$ cat src/hw/rtl/ktw_pkg.sv
// Package: shared types, constants and codes of the keepalive timing wheel.
`default_nettype none
package ktw_pkg;
    localparam int WHEEL_SLOTS = 64;
    localparam int SLOT_W      = $clog2(WHEEL_SLOTS);
    localparam int NUM_PEERS   = 32;
    localparam int PEER_W      = 5;
    localparam int TIME_W      = 32;
    localparam int KI_W        = 6;
    localparam int CUR_W       = 8;
    localparam int CNT_W       = SLOT_W + 1;

    typedef enum logic [1:0] {
        CMD_ADD    = 2'd0,
        CMD_RECORD = 2'd1,
        CMD_TICK   = 2'd2,
        CMD_REMOVE = 2'd3
    } t_cmd;

    typedef enum logic [1:0] {
        ST_FREE  = 2'd0,
        ST_NEW   = 2'd1,
        ST_WHEEL = 2'd2,
        ST_UNUSED = 2'd3
    } t_status;

    localparam logic CFG_INTERVAL = 1'b0;
    localparam logic CFG_ENABLE   = 1'b1;

    localparam logic KIND_PING  = 1'b0;
    localparam logic KIND_DELAY = 1'b1;

    typedef enum logic [2:0] {
        S_IDLE,
        S_EXP,
        S_NEW,
        S_BKT,
        S_DISP,
        S_DLY
    } t_state;

    typedef struct packed {
        logic              ping;
        logic [SLOT_W-1:0] bucket;
    } t_disp;
endpackage
`default_nettype wire

$ cat src/hw/rtl/keepalive_timing_wheel_unit.sv
// Top level: keepalive timing wheel with peer table and tick sequencer.
// Usage:
//   Commands enter on i_start when o_busy is low: add peer, record transmit
//   time, remove peer or tick with the current time.
//   A tick first advances the wheel one bucket per cycle (up to 64 buckets),
//   then dispatches new peers and then peers of expired buckets, then scans
//   ahead one bucket per cycle (up to interval buckets, at least one) for the
//   next occupied bucket. Peers are dispatched one at a time, as there is a
//   single dispatch unit and a one-port transmit-time memory.
//   Results appear on o_valid for one cycle each: a ping per peer due, then
//   one delay result with o_last high. The receiver cannot stall.
//   Registers are written through i_cfg_we/i_cfg_addr/i_cfg_data; the user
//   must write them only while idle, as the block does not enforce it.
//   Reset clears all peers to free, the wheel base and cursor to zero,
//   the interval to 20 and enables ticks. Transmit times are unset until
//   recorded.
`default_nettype none
module keepalive_timing_wheel_unit
    import ktw_pkg::*;
(
    input  wire logic              i_clk,
    input  wire logic              i_rst_n,
    input  wire logic              i_start,
    output logic                   o_busy,
    input  wire logic [1:0]        i_command,
    input  wire logic [PEER_W-1:0] i_peer_id,
    input  wire logic [TIME_W-1:0] i_now_seconds,
    input  wire logic              i_cfg_we,
    input  wire logic              i_cfg_addr,
    input  wire logic [KI_W-1:0]   i_cfg_data,
    output logic                   o_valid,
    output logic                   o_kind,
    output logic [PEER_W-1:0]      o_peer_id_res,
    output logic [KI_W-1:0]        o_delay_seconds,
    output logic                   o_last
);
    t_state                r_state, n_state;
    logic [KI_W-1:0]       r_interval;
    logic                  r_enable;
    logic [TIME_W-1:0]     r_base;
    logic [CUR_W-1:0]      r_cursor;
    logic [TIME_W-1:0]     r_now;
    logic [TIME_W-1:0]     r_wbase;
    logic [CNT_W-1:0]      r_nexp;
    logic [CNT_W-1:0]      r_pos;
    logic [SLOT_W-1:0]     r_oldcur;
    logic [KI_W-1:0]       r_i;
    logic                  r_phase_bkt;
    logic [PEER_W-1:0]     r_pid;
    logic [TIME_W-1:0]     r_rdata;
    logic [NUM_PEERS-1:0]  r_coll;
    t_status               r_status [NUM_PEERS];
    logic [SLOT_W-1:0]     r_bucket [NUM_PEERS];
    logic [TIME_W-1:0]     mem_tx   [NUM_PEERS];

    logic                  r_ovalid;
    logic                  r_okind;
    logic [PEER_W-1:0]     r_opid;
    logic [KI_W-1:0]       r_odelay;
    logic                  r_olast;

    logic                  accept;
    logic [SLOT_W-1:0]     tgt;
    logic [NUM_PEERS-1:0]  mask;
    logic                  any;
    logic [PEER_W-1:0]     pick;
    t_disp                 dres;
    logic [KI_W:0]         inext;

    assign accept = i_start && (r_state == S_IDLE);
    assign o_busy = (r_state != S_IDLE);
    assign inext  = {1'b0, r_i} + 1'b1;

    ktw_dispatch u_disp (
        .i_last_tx  (r_rdata),
        .i_now      (r_now),
        .i_interval (r_interval),
        .i_cursor   (r_cursor[SLOT_W-1:0]),
        .o_res      (dres)
    );

    always_comb begin
        tgt = (r_state == S_DLY) ? (r_cursor[SLOT_W-1:0] + r_i[SLOT_W-1:0])
                                 : (r_oldcur + r_pos[SLOT_W-1:0]);
        for (int p = 0; p < NUM_PEERS; p++) begin
            case (r_state)
                S_NEW:   mask[p] = (r_status[p] == ST_NEW);
                S_BKT:   mask[p] = (r_status[p] == ST_WHEEL) && !r_coll[p] &&
                                   (r_bucket[p] == tgt);
                S_DLY:   mask[p] = (r_status[p] == ST_WHEEL) && (r_bucket[p] == tgt);
                default: mask[p] = 1'b0;
            endcase
        end
        any  = |mask;
        pick = '0;
        for (int p = NUM_PEERS - 1; p >= 0; p--) begin
            if (mask[p]) pick = PEER_W'(p);
        end
    end

    always_comb begin
        n_state = r_state;
        case (r_state)
            S_IDLE: if (accept && i_command == CMD_TICK && r_enable) n_state = S_EXP;
            S_EXP:  if (!(r_wbase <= r_now && r_nexp < CNT_W'(WHEEL_SLOTS))) n_state = S_NEW;
            S_NEW:  n_state = any ? S_DISP : S_BKT;
            S_BKT: begin
                if (r_pos >= r_nexp) n_state = S_DLY;
                else if (any) n_state = S_DISP;
            end
            S_DISP: n_state = r_phase_bkt ? S_BKT : S_NEW;
            S_DLY:  if (!(inext < {1'b0, r_interval}) || any) n_state = S_IDLE;
            default: n_state = S_IDLE;
        endcase
    end

    always_ff @(posedge i_clk) begin
        if (!i_rst_n) begin
            r_state <= S_IDLE;
        end else begin
            r_state <= n_state;
        end
    end

    always_ff @(posedge i_clk) begin
        if (accept && i_command == CMD_RECORD && int'(i_peer_id) < NUM_PEERS) begin
            mem_tx[i_peer_id] <= i_now_seconds;
        end
        if ((r_state == S_NEW || (r_state == S_BKT && r_pos < r_nexp)) && any) begin
            r_rdata <= mem_tx[pick];
        end
    end

    always_ff @(posedge i_clk) begin
        if (!i_rst_n) begin
            r_interval <= KI_W'(20);
            r_enable   <= 1'b1;
            r_base     <= '0;
            r_cursor   <= '0;
            r_ovalid   <= 1'b0;
            for (int p = 0; p < NUM_PEERS; p++) r_status[p] <= ST_FREE;
        end else begin
            r_ovalid <= 1'b0;
            if (i_cfg_we) begin
                case (i_cfg_addr)
                    CFG_INTERVAL: r_interval <= i_cfg_data;
                    CFG_ENABLE:   r_enable   <= i_cfg_data[0];
                    default:      ;
                endcase
            end
            case (r_state)
                S_IDLE: begin
                    if (accept) begin
                        r_now   <= i_now_seconds;
                        r_wbase <= r_base;
                        r_nexp  <= '0;
                        r_pos   <= '0;
                        r_i     <= '0;
                        r_coll  <= '0;
                        r_oldcur    <= r_cursor[SLOT_W-1:0];
                        r_phase_bkt <= 1'b0;
                        if (int'(i_peer_id) < NUM_PEERS) begin
                            case (i_command)
                                CMD_ADD: begin
                                    if (r_status[i_peer_id] != ST_NEW &&
                                        r_status[i_peer_id] != ST_WHEEL)
                                        r_status[i_peer_id] <= ST_NEW;
                                end
                                CMD_REMOVE: r_status[i_peer_id] <= ST_FREE;
                                default: ;
                            endcase
                        end
                    end
                end
                S_EXP: begin
                    if (r_wbase <= r_now && r_nexp < CNT_W'(WHEEL_SLOTS)) begin
                        r_wbase <= r_wbase + 1'b1;
                        r_nexp  <= r_nexp + 1'b1;
                    end else begin
                        r_base   <= r_now;
                        r_cursor <= r_cursor + CUR_W'(r_nexp);
                    end
                end
                S_NEW: begin
                    r_pid <= pick;
                    if (!any) r_phase_bkt <= 1'b1;
                end
                S_BKT: begin
                    if (r_pos < r_nexp) begin
                        if (any) r_pid <= pick;
                        else r_pos <= r_pos + 1'b1;
                    end
                end
                S_DISP: begin
                    r_bucket[r_pid] <= dres.bucket;
                    r_status[r_pid] <= ST_WHEEL;
                    r_coll[r_pid]   <= 1'b1;
                    if (dres.ping) begin
                        r_ovalid <= 1'b1;
                        r_okind  <= KIND_PING;
                        r_opid   <= r_pid;
                        r_odelay <= '0;
                        r_olast  <= 1'b0;
                    end
                end
                S_DLY: begin
                    if (!(inext < {1'b0, r_interval}) || any) begin
                        r_ovalid <= 1'b1;
                        r_okind  <= KIND_DELAY;
                        r_opid   <= '0;
                        r_odelay <= (r_i == '0) ? KI_W'(1) : r_i;
                        r_olast  <= 1'b1;
                    end else begin
                        r_i <= r_i + 1'b1;
                    end
                end
                default: ;
            endcase
        end
    end

    assign o_valid         = r_ovalid;
    assign o_kind          = r_okind;
    assign o_peer_id_res   = r_opid;
    assign o_delay_seconds = r_odelay;
    assign o_last          = r_olast;
endmodule
`default_nettype wire

$ cat src/hw/rtl/ktw_dispatch.sv
// Shared dispatch unit: ping decision and new bucket of one peer.
`default_nettype none
module ktw_dispatch
    import ktw_pkg::*;
(
    input  wire logic [TIME_W-1:0] i_last_tx,
    input  wire logic [TIME_W-1:0] i_now,
    input  wire logic [KI_W-1:0]   i_interval,
    input  wire logic [SLOT_W-1:0] i_cursor,
    output t_disp                  o_res
);
    logic [TIME_W:0]   at;
    logic [TIME_W:0]   lim;
    logic [TIME_W:0]   diff;
    logic [SLOT_W-1:0] slot;
    logic              ping;

    always_comb begin
        at   = {1'b0, i_last_tx} + (TIME_W+1)'(i_interval);
        lim  = {1'b0, i_now} + (TIME_W+1)'(i_interval);
        diff = at - {1'b0, i_now};
        ping = (at <= {1'b0, i_now}) || (at > lim);
        slot = ping ? SLOT_W'(i_interval) : diff[SLOT_W-1:0];
        o_res.ping   = ping;
        o_res.bucket = slot + i_cursor;
    end
endmodule
`default_nettype wire
$ cat config.mk
export PLATFORM = sky130hd
export DESIGN_NAME = keepalive_timing_wheel_unit
export DESIGN_NICKNAME = d
export VERILOG_FILES = /design/src/hw/rtl/ktw_pkg.sv /design/src/hw/rtl/keepalive_timing_wheel_unit.sv /design/src/hw/rtl/ktw_dispatch.sv
export SDC_FILE = /design/constraint.sdc
export NUM_CORES = 2
export LEC_CHECK = 0
export BUFFER_PORTS_ARGS = -buffer_cell sky130_fd_sc_hd__buf_2
export CAP_MARGIN = 10
export CORE_ASPECT_RATIO = 1.75
export CORE_MARGIN = 4
export CORE_UTILIZATION = 55
export DETAILED_ROUTE_END_ITERATION = 16
export PLACE_DENSITY = 0.74
export SLEW_MARGIN = 0
export SYNTH_ARGS = -nofsm -noshare
export SYNTH_HDL_FRONTEND = slang
export SYNTH_SLANG_ARGS = --single-unit
$ cat constraint.sdc
create_clock -name i_clk -period 7.56 [get_ports i_clk]
set_input_delay 0.756 -clock i_clk [delete_from_list [all_inputs] [get_ports i_clk]]
set_output_delay 0.756 -clock i_clk [all_outputs]
set_load 0.005 [all_outputs]
# After elaboration in Yosys (flattened, before gate mapping)
# Memories as Yosys holds them, arrays and structs flattened. A register that Yosys moved wholly into a read port is not among the register bits.
# Cells that the tools add are included.
classes:
  add_sub_neg: 12
  multipliers: 0
  n_div: 0
  magnitude_cmp: 9
  eq_ne: 118
  n_shift: 0
  mux: 133
  bitwise_logic: 4
  reduce_logical: 167
ops:
  columns: ["operator", "n"]
  rows:
  - ["== test 6 bit", 32]
  - ["2-to-1 mux 5 bit", 38]
  - ["case mux 32 bit (2 select lines)", 2]
  - ["logical AND 1 bit", 105]
  - ["2-to-1 mux 32 bit", 3]
  - ["case mux 1 bit (3 select lines)", 32]
  - ["== test 2 bit, second input constant", 34]
  - ["adder 32 x 6 -> 33 bit", 2]
  - ["== test 2 x 1 -> 1 bit, second input constant", 33]
  - ["2-to-1 mux 6 bit", 7]
  - ["> comparator 33 bit", 1]
  - ["less-or-equal comparator 33 x 32 -> 1 bit", 1]
  - ["zero test 1 bit", 33]
  - ["adder 32 x 1 -> 32 bit, second input constant", 1]
  - ["less-or-equal comparator 32 bit", 1]
  - ["OR 32 bit", 1]
  - ["OR reduction 32 bit", 1]
  - ["2-to-1 mux 7 bit", 4]
  - ["case mux 7 bit (2 select lines)", 2]
  - ["2-to-1 mux 1 bit", 27]
  - ["case mux 6 bit (2 select lines)", 2]
  - ["AND reduction 4 bit", 6]
  - ["case mux 5 bit (2 select lines)", 2]
  - ["adder 6 bit", 3]
  - ["34 further kinds", 70]
totals:
  ff_bits: 191
  latch_bits: 0
  mem_bits_rw: 1280
  romBits: 0
  input_bits: 50
  out_inout_bits: 15
  word_cells: 464
  memories: 3
memory_table:
  columns: ["name", "depth", "width", "read_ports", "rd_ports_with_merged_regs", "write_ports", "line", "rtl"]
  rows:
  - ["mem_tx", 32, 32, 1, 1, 1, "keepalive_timing_wheel_unit.sv:54", "logic [TIME_W-1:0] mem_tx [NUM_PEERS];"]
  - ["r_bucket", 32, 6, 32, 0, 1, "keepalive_timing_wheel_unit.sv:53", "logic [SLOT_W-1:0] r_bucket [NUM_PEERS];"]
  - ["r_status", 32, 2, 33, 0, 32, "keepalive_timing_wheel_unit.sv:52", "t_status r_status [NUM_PEERS];"]

# Depth between registers and ports, before layout
depth:
  depth_word: 40
  ltp_mapped: 35
  mapped_depth_nobuf: 35

# Modules after synthesis
# A second synthesis with hierarchy kept.
hier_totals:
  hier_cells: 4568
  area_unflattened_um2: 67091.8
by_module_without_submodules:
  columns: ["mod", "instances", "cells_each", "area_per_inst_um2", "seq_area_each_um2"]
  rows:
  - ["keepalive_timing_wheel_unit", 1, 4128, 63778.7, 44582.8]
  - ["ktw_dispatch", 1, 440, 3313.2, 0.0]

# Worst setup path after synthesis
# OpenSTA, ideal clock, no wires.
synth_path:
  kind: "flip-flop to flip-flop"
  start: "register r_interval[1]"
  end: "memory r_bucket[0][5] (netlist bit), data pin"
  setup_time_ns: 0.387
  t_arrival_ns: 6.645
  required_ns: 7.173
  path_slack_ns: 0.528
  path_stages_with_launch: 35
  n_path_buf: 1
  period_less_slack_ns: 7.032
  cell_sequence: "dfxtp_1 -> ha_1 -> a21o_1 -> a21oi_1 -> o21bai_1 -> a21oi_1 -> nor2b_1 -> o21ai_0 -> nor2_1 -> and4_1 -> clkbuf_1 -> nand4_1 -> inv_1 -> nand2_1 -> xnor2_1 -> ha_1 -> a21o_1 -> a221o_1 -> a21oi_1 -> nor2b_1 -> o21ai_0 -> nand2b_1 -> a21oi_1 -> o21ai_0 -> o21a_1 -> nor2_1 -> nor2_1 -> a21oi_1 -> ha_1 -> a21o_1 -> a21oi_1 -> o21bai_1 -> a21oi_1 -> xnor2_1 -> xnor2_1"
synth_lines:
  columns: ["element", "line", "rtl"]
  rows:
  - ["start: declaration", "keepalive_timing_wheel_unit.sv:38", "logic [KI_W-1:0] r_interval;"]
  - ["start signal: assignment", "keepalive_timing_wheel_unit.sv:146", "CFG_INTERVAL: r_interval <= i_cfg_data;"]
  - ["end: declaration", "keepalive_timing_wheel_unit.sv:53", null]

==> reports/metrics.cfg <==
[floorplan]
io_pins = 65
die_h_um = 469
fp.coreArea_mm2 = 0.120
die-area_mm2 = 0.127
rows = 168
die_x_um = 271
start_util_pct = 55.6

[route]
drt-wirelength-per-cell_um = 31.0
routed_via_density = 6.53
postRouteWirelength_mm = 200
ant_nets = 0
num_vias = 42200
first_pass_iters = 6
drtIter0Drc = 4723
drc = 0

[grt]
grt_overflow = 0
antenna_found_initial = 17
grt_first_pass_wirelength_mm = 288
use_met1_pct = 33.7
met2_usage_pct = 54.9
grt-busiest-layer = met2
use_met3_pct = 5.54
grt_pass1_vias = 42900
grt_max_degree = 71
globalRouteTotalUtil_pct = 31.4

[run_status]
outcome = completed

[synthesis]
synth_cell_types = 98
ys_seq_elements = 1501
synth_top_area_share_pct = 65.4
yosysWarningCount = 0
synth-async-reset-ratio_pct = 0
synthXorXnorAreaFrac_pct = 3.91
syn_area_per_cell_um2 = 14.5
synth_nets = 4792
synth_area_leaders = edfxtp_1, mux4_2, mux2i_1
synth_adder_area_share_pct = 2.95
synth-edff-count = 1452
synth_compound_area_share_pct = 7.39
synth_mux_area_share_pct = 7.46
ys_seq_area_share_pct = 66.8
synthCells = 4589
synth_top_cell_by_area = edfxtp_1
synth_top_family_by_area = simple AND/OR/NAND/NOR gates
yosys_most_used_dff = edfxtp_1
yosys.area_share.simple_pct = 9.18
synth_area_mm2 = 0.0667

[clock_network]
clk_latency_ps = 780
clk_pin_slew_ps = 70
ctsRootBufferMaster = clkbuf_16
cts_hold_buf = 0
cts_buffer_depth = 3
numClockSinks = 1501
post_cts_resized = 0
cts_made_buffers = 133
postCtsSetupBuffers = 0
cts_tree = done
h-tree-depth = 4

[cells_and_area]
seq_area_mm2 = 0.0446
fill_cells = 8838
multi_input_area_mm2 = 0.0210
nets = 4948
area_growth_pct = 11.3
layout-drive-gt1-share_pct = 13.9
finish.instance_area_mm2 = 0.0743

[placement]
place_area_mm2 = 0.0699
post-place-ws_ps = 704
routabilityCongestion = 0.995
io_buffers = 64
dp_hpwl_mm = 133

[sta]
fin_setup_tns_ps = 0
fin_crit_ps = 6970
setup_ws_ps = 593
fin_skew_ps = 31.9
fmax_mhz = 144
fin_crit_sh_pct = 92.2
max-slew-margin-rel_pct = 5.42
setup_viol = 0
worst_pin_slew_ps = 1400
drv_slew = 0
hold_viol_final = 0
rsz0062_at_grt = false

[setup_path]
required_ps = 8050
cpPeakStageDelay_ps = 630
worst-setup-path-type = reg -> reg
path_max_fanout = 32
start_kind = register
worstSetupEndpointType = register
crit_arrival_ps = 7460
crit_top_cell = a21oi_1
critPathSlowestCell = nor3_1

[pwr]
fin_total_pwr_mw = 31.4
p_per_area_mw_per_mm2 = 423
p_leak_nw = 25.6
max-vdd-ir-drop_uv = 388

[hold_path]
hold_class = in -> reg

[flow_run]
maxCapViolations = 0

[cell usage in the layout, fill, tap and decap left out, types with 38 or more instances in the layout]
cell / count
edfxtp_1: 1452
dfxtp_1: 49
buf_2: 64
mux2i_1: 222
a22oi_1: 68
xor2_1: 111
o21ai_0: 122
a21oi_1: 125
nand3_1: 118
and3_1: 38
mux4_2: 103
nand4_1: 62
a21o_1: 42
a221o_1: 42
clkbuf_16: 136
buf_4: 162
nand2_1: 405
inv_1: 92
ha_1: 146
xnor2_1: 175
nor2_1: 305
[registers in the layout, indices dropped and copies added (netlist names)]
name	count
r_cursor	6
r_base	32
r_nexp	7
r_interval	6
r_status	64
r_wbase	32
r_pos	7
o_delay_seconds	6
r_now	32
o_peer_id_res	5
r_coll	32
mem_tx	1024
r_rdata	32
o_valid	1
r_phase_bkt	1
r_oldcur	6
r_state	3
r_i	6
r_enable	1
r_bucket	192
r_pid	5
o_last	1
[worst max-delay path: cells and delay by family (launching register included)]
kind / cells / cell delay [ps]
AOI/OAI and AO/OA: 16 / 2580
and+or+nand+nor: 9 / 1710
DFF: 1 / 510
adders and majority gates: 4 / 1030
xor gates and xnor gates: 3 / 460
buffers and inverters: 2 / 360
[stage by stage]
step / util, % / hold slack (ps) / std cells
CTS: 61.9 / 221 / 6466
floorplan: - / 439 / 4589
finish: 61.9 / 259 / 6469
detailed placement: 58.2 / 471 / 6225
global route: 61.9 / 252 / 6467
global placement: 58.2 / 462 / 6225
[layer usage]
metal / vias to the layer above / wire (um)
met5: - / 109
met1: 21100 / 63400
met4: 16 / 19400
met3: 798 / 16100
li1: 18000 / -
met2: 2391 / 101000
[synth_stat cells (all sizes together) (17+ instances only)]
master and number:
a221oi 21, dfxtp 49, a221o 42, nand2 406
nor2b 32, nor2 344, nand4 62, inv 97
nand3 119, o211ai 32, ha 146, mux2 33
mux2i 226, xnor2 178, a21o 42, a22oi 68
a31oi 25, a32oi 23, edfxtp 1452, buf 116
a21oi 125, nand3b 19, clkbuf 110, or2 17
nor3 36, a2111oi 33, or3 27, and3 41
o21ai 128, a211oi 23, nand2b 34, and2 33
and4 18, nor3b 23, mux4 103, xor2 112
[report_power, final]
part | switching (mW) | internal (mW) | leakage, nW | total [mW]
Combinational | 8.68 | 5.47 | 9.86 | 14.2
Sequential | 0.383 | 10.0 | 13.6 | 10.4
Clock | 3.09 | 3.79 | 2.10 | 6.88
Total | 12.2 | 19.3 | 25.6 | 31.4
[cell type report]
class,count,area share [%]
sequential,1501,60.0
multi-input combinational,2765,28.2
clock buffer,159,4.71
tap,1615,2.72
timing repair buffer,247,2.64
clock inverter,82,1.14
inverter,97,0.500
antenna,3,0.0101
[cell families after synthesis]
| logic type | count (synthesis) |
|---|---|
| flip-flops | 1501 |
| XOR/XNOR | 293 |
| buffers and inverters | 323 |
| multiplexers | 362 |
| AND/OR/NAND/NOR | 1268 |
| adder cells (fa/ha/maj) | 153 |
| AO/OA/AOI/OAI | 689 |
[worst paths after layout]
check                           slack, ps         endpoint     start  cells after the start
worst min register to register        490         r_enable  r_enable                      2
worst max-delay path                  590  r_bucket[22][5]  r_now[0]                     34
worst max register to register        590  r_bucket[22][5]  r_now[0]                     34
worst min-delay path                  260         r_enable  i_cfg_we                      3
Note: power is estimated with default switching activity, not from simulation.
